[src/rtl/first_fit_bump_allocator_core_defines.svh]
// Assertion macros for the first-fit allocator core.
// Included by the top level; no other dependencies.
`ifndef FIRST_FIT_BUMP_ALLOCATOR_CORE_DEFINES_SVH
`define FIRST_FIT_BUMP_ALLOCATOR_CORE_DEFINES_SVH

`ifndef SYNTHESIS
`define FFBA_ASSERT(lbl, prop, msg) \
  lbl: assert property (@(posedge clk_i) disable iff (!rst_ni) prop) else $error(msg);
`define FFBA_NEVER(lbl, cond, msg) \
  lbl: assert property (@(posedge clk_i) disable iff (!rst_ni) !(cond)) else $error(msg);
`else
`define FFBA_ASSERT(lbl, prop, msg)
`define FFBA_NEVER(lbl, cond, msg)
`endif

`endif

[src/rtl/ffba_pkg.sv]
// Package for the first-fit allocator core: sizes, codes and FSM states.
// No dependencies.
package ffba_pkg;

  localparam int unsigned MAX_BLOCKS   = 64;
  localparam int unsigned HEADER_BYTES = 12;

  localparam int unsigned IDX_W   = $clog2(MAX_BLOCKS);
  localparam int unsigned CNT_W   = $clog2(MAX_BLOCKS + 1);
  localparam int unsigned ADDR_W  = 32;
  localparam int unsigned SIZE_W  = 24;
  localparam int unsigned OFF_W   = 33;
  localparam int unsigned BYTES_W = 25;
  localparam int unsigned TDATA_W = ((SIZE_W + ADDR_W + 7) / 8) * 8;

  localparam logic [63:0] ADDR_MAX = 64'h0000_0000_FFFF_FFFF;

  typedef enum logic {
    REQ_ALLOC = 1'b0,
    REQ_FREE  = 1'b1
  } ffba_req_e;

  typedef enum logic {
    CFG_BASE = 1'b0,
    CFG_SPAN = 1'b1
  } ffba_cfg_e;

  typedef enum logic [1:0] {
    ST_DONE    = 2'd0,
    ST_OOM     = 2'd1,
    ST_FULL    = 2'd2,
    ST_UNKNOWN = 2'd3
  } ffba_status_e;

  typedef enum logic [2:0] {
    S_IDLE,
    S_SCAN,
    S_BUMP,
    S_LIMIT,
    S_RESP
  } ffba_state_e;

endpackage

[src/rtl/first_fit_bump_allocator_core.sv]
// First-fit heap allocator bookkeeping core: block table, scan sequencer, bump pointer.
// Depends on ffba_pkg and first_fit_bump_allocator_core_defines.svh.
//
//   channel   dir  fields (low bit first)
//   s_axis    in   tuser: req_type | tdata: req_size, free_addr
//   m_axis    out  tuser: status   | tdata: result_addr
//   cfg       in   cfg_idx_i 0 heap base, 1 heap span; cfg_wdata_i
//
// One word at a time. A free of address 0 goes straight to the response step. A scan
// stops at the first hit, a scan miss compares all block_count entries, and an
// allocate that misses on a table that is not full then goes through the bump and
// limit steps, which move the heap end unless out of memory. The scan reads one
// table entry per cycle through the single read port of the block table.
// Reset zeroes the count and sets the heap end to HEADER_BYTES; the table itself needs no pass.
// A result waiting on m_axis holds the sequencer in its response step.
`include "first_fit_bump_allocator_core_defines.svh"

module first_fit_bump_allocator_core
  import ffba_pkg::*;
(
  input  logic               clk_i,
  input  logic               rst_ni,
  input  logic               cfg_we_i,
  input  logic               cfg_idx_i,
  input  logic [ADDR_W-1:0]  cfg_wdata_i,
  input  logic               s_axis_tvalid,
  output logic               s_axis_tready,
  input  logic [TDATA_W-1:0] s_axis_tdata,   // req_size[23:0], free_addr[55:24]
  input  logic [0:0]         s_axis_tuser,   // req_type[0]
  output logic               m_axis_tvalid,
  input  logic               m_axis_tready,
  output logic [ADDR_W-1:0]  m_axis_tdata,   // result_addr[31:0]
  output logic [1:0]         m_axis_tuser    // status[1:0]
);

  ffba_state_e state_q, state_d;

  logic [ADDR_W-1:0]  base_q, base_d;
  logic [ADDR_W-1:0]  span_q, span_d;
  logic               req_free_q, req_free_d;
  logic [BYTES_W-1:0] size_q, size_d;
  logic [ADDR_W-1:0]  addr_q, addr_d;
  logic [CNT_W-1:0]   blk_cnt_q, blk_cnt_d;
  logic [OFF_W-1:0]   bump_q, bump_d;
  logic [CNT_W-1:0]   rd_idx_q, rd_idx_d;
  logic               cmp_vld_q, cmp_vld_d;
  logic [IDX_W-1:0]   cmp_idx_q, cmp_idx_d;
  logic [OFF_W:0]     end_q, end_d;
  logic [OFF_W-1:0]   pay_q, pay_d;
  logic [ADDR_W-1:0]  res_addr_q, res_addr_d;
  ffba_status_e       res_status_q, res_status_d;
  logic               out_vld_q, out_vld_d;
  logic [ADDR_W-1:0]  out_addr_q, out_addr_d;
  ffba_status_e       out_status_q, out_status_d;

  // block table
  logic [OFF_W-1:0]   off_mem   [MAX_BLOCKS];
  logic [BYTES_W-1:0] bytes_mem [MAX_BLOCKS];
  logic               free_mem  [MAX_BLOCKS];
  logic [OFF_W-1:0]   rd_off_q;
  logic [BYTES_W-1:0] rd_bytes_q;
  logic               rd_free_q;
  logic               off_we, bytes_we, free_we, free_wdata;
  logic [IDX_W-1:0]   wr_idx;

  logic               in_acc, out_free, scan_more, table_full;
  logic               alloc_hit, free_hit, cmp_hit, oom;
  logic [BYTES_W-1:0] size_rnd;
  logic [OFF_W:0]     abs_off;
  logic [OFF_W+1:0]   lim_abs;

  assign in_acc     = s_axis_tvalid && s_axis_tready;
  assign out_free   = !out_vld_q || m_axis_tready;
  assign scan_more  = rd_idx_q < blk_cnt_q;
  assign table_full = blk_cnt_q == CNT_W'(MAX_BLOCKS);
  assign size_rnd   = ({1'b0, s_axis_tdata[SIZE_W-1:0]} + BYTES_W'(3)) & ~BYTES_W'(3);

  // shared compare unit: one table entry per cycle
  assign abs_off   = (OFF_W+1)'(base_q) + (OFF_W+1)'(rd_off_q);
  assign alloc_hit = rd_free_q && (rd_bytes_q >= size_q);
  assign free_hit  = abs_off == (OFF_W+1)'(addr_q);
  assign cmp_hit   = cmp_vld_q && (req_free_q ? free_hit : alloc_hit);

  assign lim_abs = (OFF_W+2)'(base_q) + (OFF_W+2)'(end_q);
  assign oom     = (end_q > (OFF_W+1)'(span_q)) || (lim_abs > (OFF_W+2)'(ADDR_MAX));

  assign s_axis_tready = state_q == S_IDLE;
  assign m_axis_tvalid = out_vld_q;
  assign m_axis_tdata  = out_addr_q;
  assign m_axis_tuser  = out_status_q;

  always_comb begin
    state_d = state_q;
    case (state_q)
      S_IDLE: begin
        if (in_acc) begin
          if (s_axis_tuser[0] == REQ_FREE && s_axis_tdata[SIZE_W +: ADDR_W] == '0) begin
            state_d = S_RESP;
          end else begin
            state_d = S_SCAN;
          end
        end
      end
      S_SCAN: begin
        if (cmp_hit) begin
          state_d = S_RESP;
        end else if (!scan_more && !cmp_vld_q) begin
          state_d = (req_free_q || table_full) ? S_RESP : S_BUMP;
        end
      end
      S_BUMP:  state_d = S_LIMIT;
      S_LIMIT: state_d = S_RESP;
      S_RESP: begin
        if (out_free) begin
          state_d = S_IDLE;
        end
      end
      default: state_d = S_IDLE;
    endcase
  end

  always_comb begin
    base_d       = base_q;
    span_d       = span_q;
    req_free_d   = req_free_q;
    size_d       = size_q;
    addr_d       = addr_q;
    blk_cnt_d    = blk_cnt_q;
    bump_d       = bump_q;
    rd_idx_d     = rd_idx_q;
    cmp_vld_d    = cmp_vld_q;
    cmp_idx_d    = cmp_idx_q;
    end_d        = end_q;
    pay_d        = pay_q;
    res_addr_d   = res_addr_q;
    res_status_d = res_status_q;
    out_vld_d    = out_vld_q && !m_axis_tready;
    out_addr_d   = out_addr_q;
    out_status_d = out_status_q;
    off_we       = 1'b0;
    bytes_we     = 1'b0;
    free_we      = 1'b0;
    free_wdata   = 1'b0;
    wr_idx       = cmp_idx_q;

    if (cfg_we_i) begin
      case (cfg_idx_i)
        CFG_BASE: base_d = cfg_wdata_i;
        CFG_SPAN: span_d = cfg_wdata_i;
        default: ;
      endcase
    end

    case (state_q)
      S_IDLE: begin
        if (in_acc) begin
          req_free_d   = s_axis_tuser[0] == REQ_FREE;
          size_d       = size_rnd;
          addr_d       = s_axis_tdata[SIZE_W +: ADDR_W];
          rd_idx_d     = '0;
          cmp_vld_d    = 1'b0;
          res_addr_d   = '0;
          res_status_d = ST_DONE;
        end
      end
      S_SCAN: begin
        cmp_vld_d = scan_more && !cmp_hit;
        cmp_idx_d = rd_idx_q[IDX_W-1:0];
        if (scan_more && !cmp_hit) begin
          rd_idx_d = rd_idx_q + 1'b1;
        end
        if (cmp_hit) begin
          free_we      = 1'b1;
          free_wdata   = req_free_q;
          res_addr_d   = req_free_q ? '0 : abs_off[ADDR_W-1:0];
          res_status_d = ST_DONE;
        end else if (!scan_more && !cmp_vld_q) begin
          res_addr_d = '0;
          if (req_free_q) begin
            res_status_d = ST_UNKNOWN;
          end else if (table_full) begin
            res_status_d = ST_FULL;
          end
        end
      end
      S_BUMP: begin
        end_d = {1'b0, bump_q} + (OFF_W+1)'(HEADER_BYTES) + (OFF_W+1)'(size_q);
        pay_d = bump_q + OFF_W'(HEADER_BYTES);
      end
      S_LIMIT: begin
        wr_idx = blk_cnt_q[IDX_W-1:0];
        if (oom) begin
          res_addr_d   = '0;
          res_status_d = ST_OOM;
        end else begin
          off_we       = 1'b1;
          bytes_we     = 1'b1;
          free_we      = 1'b1;
          free_wdata   = 1'b0;
          blk_cnt_d    = blk_cnt_q + 1'b1;
          bump_d       = end_q[OFF_W-1:0];
          res_addr_d   = base_q + pay_q[ADDR_W-1:0];
          res_status_d = ST_DONE;
        end
      end
      S_RESP: begin
        if (out_free) begin
          out_vld_d    = 1'b1;
          out_addr_d   = res_addr_q;
          out_status_d = res_status_q;
        end
      end
      default: ;
    endcase
  end

  always_ff @(posedge clk_i or negedge rst_ni) begin
    if (!rst_ni) begin
      state_q   <= S_IDLE;
      base_q    <= '0;
      span_q    <= '0;
      blk_cnt_q <= '0;
      bump_q    <= OFF_W'(HEADER_BYTES);
      cmp_vld_q <= 1'b0;
      out_vld_q <= 1'b0;
    end else begin
      state_q   <= state_d;
      base_q    <= base_d;
      span_q    <= span_d;
      blk_cnt_q <= blk_cnt_d;
      bump_q    <= bump_d;
      cmp_vld_q <= cmp_vld_d;
      out_vld_q <= out_vld_d;
    end
  end

  always_ff @(posedge clk_i) begin
    req_free_q   <= req_free_d;
    size_q       <= size_d;
    addr_q       <= addr_d;
    rd_idx_q     <= rd_idx_d;
    cmp_idx_q    <= cmp_idx_d;
    end_q        <= end_d;
    pay_q        <= pay_d;
    res_addr_q   <= res_addr_d;
    res_status_q <= res_status_d;
    out_addr_q   <= out_addr_d;
    out_status_q <= out_status_d;
  end

  always_ff @(posedge clk_i) begin
    if (off_we) begin
      off_mem[wr_idx] <= pay_q;
    end
    if (bytes_we) begin
      bytes_mem[wr_idx] <= size_q;
    end
    if (free_we) begin
      free_mem[wr_idx] <= free_wdata;
    end
    rd_off_q   <= off_mem[rd_idx_q[IDX_W-1:0]];
    rd_bytes_q <= bytes_mem[rd_idx_q[IDX_W-1:0]];
    rd_free_q  <= free_mem[rd_idx_q[IDX_W-1:0]];
  end

  `FFBA_ASSERT(a_cnt_bound, blk_cnt_q <= CNT_W'(MAX_BLOCKS), "block count above table depth")
  `FFBA_ASSERT(a_cnt_step, blk_cnt_q != $past(blk_cnt_q) |-> blk_cnt_q == $past(blk_cnt_q) + 1'b1, "block count moved by other than one")
  `FFBA_ASSERT(a_cmp_live, cmp_vld_q |-> cmp_idx_q < blk_cnt_q, "scan compared an unwritten entry")
  `FFBA_NEVER(a_bump_mono, bump_q < $past(bump_q), "heap end moved down")

endmodule

[config.mk]
export PLATFORM = sky130hd
export DESIGN_NAME = first_fit_bump_allocator_core
export DESIGN_NICKNAME = d
export VERILOG_FILES = /design/src/rtl/ffba_pkg.sv /design/src/rtl/first_fit_bump_allocator_core.sv
export VERILOG_INCLUDE_DIRS = /design/src /design/src/rtl
export SDC_FILE = /design/constraint.sdc
export NUM_CORES = 2
export LEC_CHECK = 0
export ABC_CLOCK_PERIOD_IN_PS = 8000
export BUFFER_PORTS_ARGS = -buffer_cell sky130_fd_sc_hd__buf_4
export CORE_MARGIN = 5
export CORE_UTILIZATION = 42
export DETAILED_ROUTE_END_ITERATION = 8
export SLEW_MARGIN = 20
export SYNTH_ARGS = -nofsm -noshare
export SYNTH_HDL_FRONTEND = slang
export SYNTH_SLANG_ARGS = --single-unit
[constraint.sdc]
create_clock -name clk_i -period 8 [get_ports clk_i]
set_input_delay 0.8 -clock clk_i [delete_from_list [all_inputs] [get_ports clk_i]]
set_output_delay 0.8 -clock clk_i [all_outputs]
set_load 0.02 [all_outputs]
==> run metrics <==
VDD IR max roughly 0.32 mV; routed via count just under 80k; number of global-route vias before repair approximately 77k; root buffer cell clkbuf_16; initial antenna violation count 54; simple-gate share of the synthesized area under 10%; Antenna Nets Post-Route 0; Reg area approximately 120000 µm²; RSZ-0062 raised after global routing no; number of port buffers 130; Slew @ Worst Pin ~1.3 ns; pin count of the biggest net entering global routing about 150; Final GP Congestion 0.870; Overall Power 64900 µW; core area approximately 380000 µm²; # nets final approximately 8.0k; worst-skew pair later-pin latency 0.98 ns; final hold violations 0; Ports around 130; Mapped Avg Cell Area 22.1 µm²; P_leak 0.0576 µW; max_cap viols 0; sequential share of the synthesized area between 70% and 80%; YS warnings 0; DR iter-0 viols between 9k and 10k; Slew Limit Fails 0; Setup Total Neg Slack 0 ns; #FFs+latches synth about 4k; Rel. slew slack roughly 13%; Final Critical Period 5.88 ns; EDFF count, synth 3850; Max Freq 170 MHz; total grt overflow 0; Post-Route WL around 430000 µm; Initial Utilization 42.1%; Synth area leader edfxtp_1; hpwl dp between 200000 and 300000 µm; final setup vio count 0; die span in y 626 µm; Synth top area share between 70% and 80%; post-layout util 48.0%; post-synthesis mux area share 17.6%; Async SR Flop Fraction about 2.7%; number of gates resized after cts 0; DIE WIDTH 626 µm; Max H-tree Level 5; Synth Area in Compound Gates approximately 1.8%; deepest clock path buffer count 4; critical path class reg2reg; Synth Flop Type edfxtp_1; synthesized area 159000 µm²; Layout fillers approximately 30k; Crit. End Element register; startpoint types register; CTS Sinks between 4k and 5k; post-synthesis cell type count between 70 and 80; FF-to-FF setup slack 2.12 ns; CTS buffer count between 400 and 500; Die ar. roughly 390000 µm²; Rows 226; Synth Area in Adders under 10%; Post-Synthesis Cells 7201; CTS tree yes; clk slew on worst S/H paths 0.06 ns; final worst setup slack approximately 2.1 ns; area grow syn2layout 14.1%; crit-path max FO 33; number of vias per cell approximately 6; DRC 0; xor/xnor share of the synthesized area 0.944%; DR WL/cell ~33 µm; worst min path class in2reg; Arrival @ worst endpoint between 6 and 7 ns; Synthesized Nets 7503; Final Cycle Share between 70% and 80%; ratio of cells with drive above 1 in the final layout 29.1%; largest family of logic cells by synthesized area multiplexers; area of the multi-input gates 38600 µm²; DRT Pass-1 Iters 6; top post-synthesis cells by area edfxtp_1 (73%), mux4_2 (17%), dfrtp_1 (1.7%); outcome completed; Power Density about 360 nW/µm²; Layout Skew ~0.080 ns; wire length of the first global-routing pass between 600000 and 700000 µm; CP required roughly 8.6 ns; Total GRT Usage ~22%; pre-CTS WS between 2 and 2.5 ns
==> cell usage after synthesis, types with 9 or more instances <==
| cell | n |
|---|---|
| edfxtp_1 | 3850 |
| mux4_2 | 1197 |
| clkbuf_1 | 256 |
| nor2_1 | 239 |
| ha_1 | 204 |
| a21oi_1 | 115 |
| nand2_1 | 113 |
| dfrtp_1 | 107 |
| inv_1 | 104 |
| mux2_2 | 93 |
| xnor2_1 | 93 |
| o21ai_0 | 83 |
| buf_1 | 78 |
| xor2_1 | 71 |
| a21o_1 | 66 |
| dfxtp_1 | 57 |
| nand3_1 | 53 |
| nand4_1 | 40 |
| nor3_1 | 35 |
| o22ai_1 | 28 |
| and3_1 | 24 |
| nor4_1 | 23 |
| nor2b_1 | 21 |
| o21a_1 | 20 |
| nand2b_1 | 19 |
| a211oi_1 | 16 |
| o211ai_1 | 16 |
| nand3b_1 | 15 |
| o31ai_1 | 15 |
| or3_1 | 12 |
| a31oi_1 | 10 |
| and2_1 | 9 |
==> kinds of logic after synthesis <==
group | after synthesis
and+or+nand+nor | 641
xor gates and xnor gates | 167
buffers and inverters | 439
muxes | 1295
DFF | 4016
AOI/OAI and AO/OA | 436
adders and majority gates | 207
==> metrics by stage <==
stage          hold WS (ns)  cell area, µm²  instances
5_1_grt              0.0377          182000      13000
6_report             0.0839          182000      13000
2_1_floorplan         0.400          159000       7201
3_5_place_dp          0.405          168000      12200
4_1_cts             0.00677          181000      13000
3_3_place_gp          0.403          168000      12200
==> worst paths after layout <==
path,endpoint,depth (start not counted),start
min in group asynchronous,base_q[16],2,rst_ni
max reg2reg,bytes_mem[52][5],16,end_q[0]
min,addr_q[18],1,s_axis_tdata[42]
min reg2reg,m_axis_tdata[22],0,res_addr_q[22]
max,bytes_mem[52][5],16,end_q[0]
max in group asynchronous,base_q[21],3,rst_ni
==> power breakdown <==
group / switching, µW / total, µW / internal, µW
clock network: 8010 / 18700 / 10700
logic: 12700 / 21000 / 8320
registers: 474 / 25200 / 24700
total: 21200 / 64900 / 43700
==> state kept, by name, indices dropped and copies added, names as in the netlist, 23 cells and up <==
signal	flops
addr_q	32
base_q	32
bump_q	33
bytes_mem	1472
end_q	34
free_mem	64
m_axis_tdata	32
off_mem	2112
pay_q	31
rd_bytes_q	23
rd_off_q	33
res_addr_q	32
size_q	23
span_q	32
==> final cells by class <==
cell class                 instances  area share, %
timing repair buffer             373           2.08
clock buffer                     524           6.02
clock inverter                   228           1.18
antenna                           17         0.0234
sequential                      4016           65.8
tap                             5016           3.45
inverter                         104          0.215
multi-input combinational       2746           21.3
==> metal layers <==
metal  global-route usage [%]  share of wire (%)
met1                     32.0                 42
met2                     33.8                 47
met3                     3.87                8.6
met4                     5.93                2.9
met5                        0              0.013
==> cell usage in the layout (no fill, tap or decap), drive strengths merged, types with 66 or more instances in the layout <==
master,n
mux2,93
inv,117
mux4,1197
a21o,66
edfxtp,3850
buf,362
clkbuf,524
a21oi,115
ha,204
clkinv,173
nand2,113
nor2,239
xnor2,93
o21ai,85
dfrtp,107
xor2,71
==> critical path, cell delays in order, from the launching register on <==
cell and delay (ns):
edfxtp_1 0.43, ha_1 0.24, fa_1 0.42, a21o_1 0.18, a21oi_1 0.16, nor2b_1 0.07, o21ai_0 0.24, a2111oi_1 0.14
buf_4 0.18, o21ai_0 0.34, a31oi_1 0.16, xor2_1 0.20, a211oi_4 0.92, nand3_1 0.16, buf_4 0.31, nor2_4 0.71
buf_4 0.59
==> timing repair <==
item	in CTS	in global routing
hold buffers	11	0
hold endpoints to repair	54	0
buffers inserted	0	0
No activity file was read; power rests on OpenSTA's default activity.
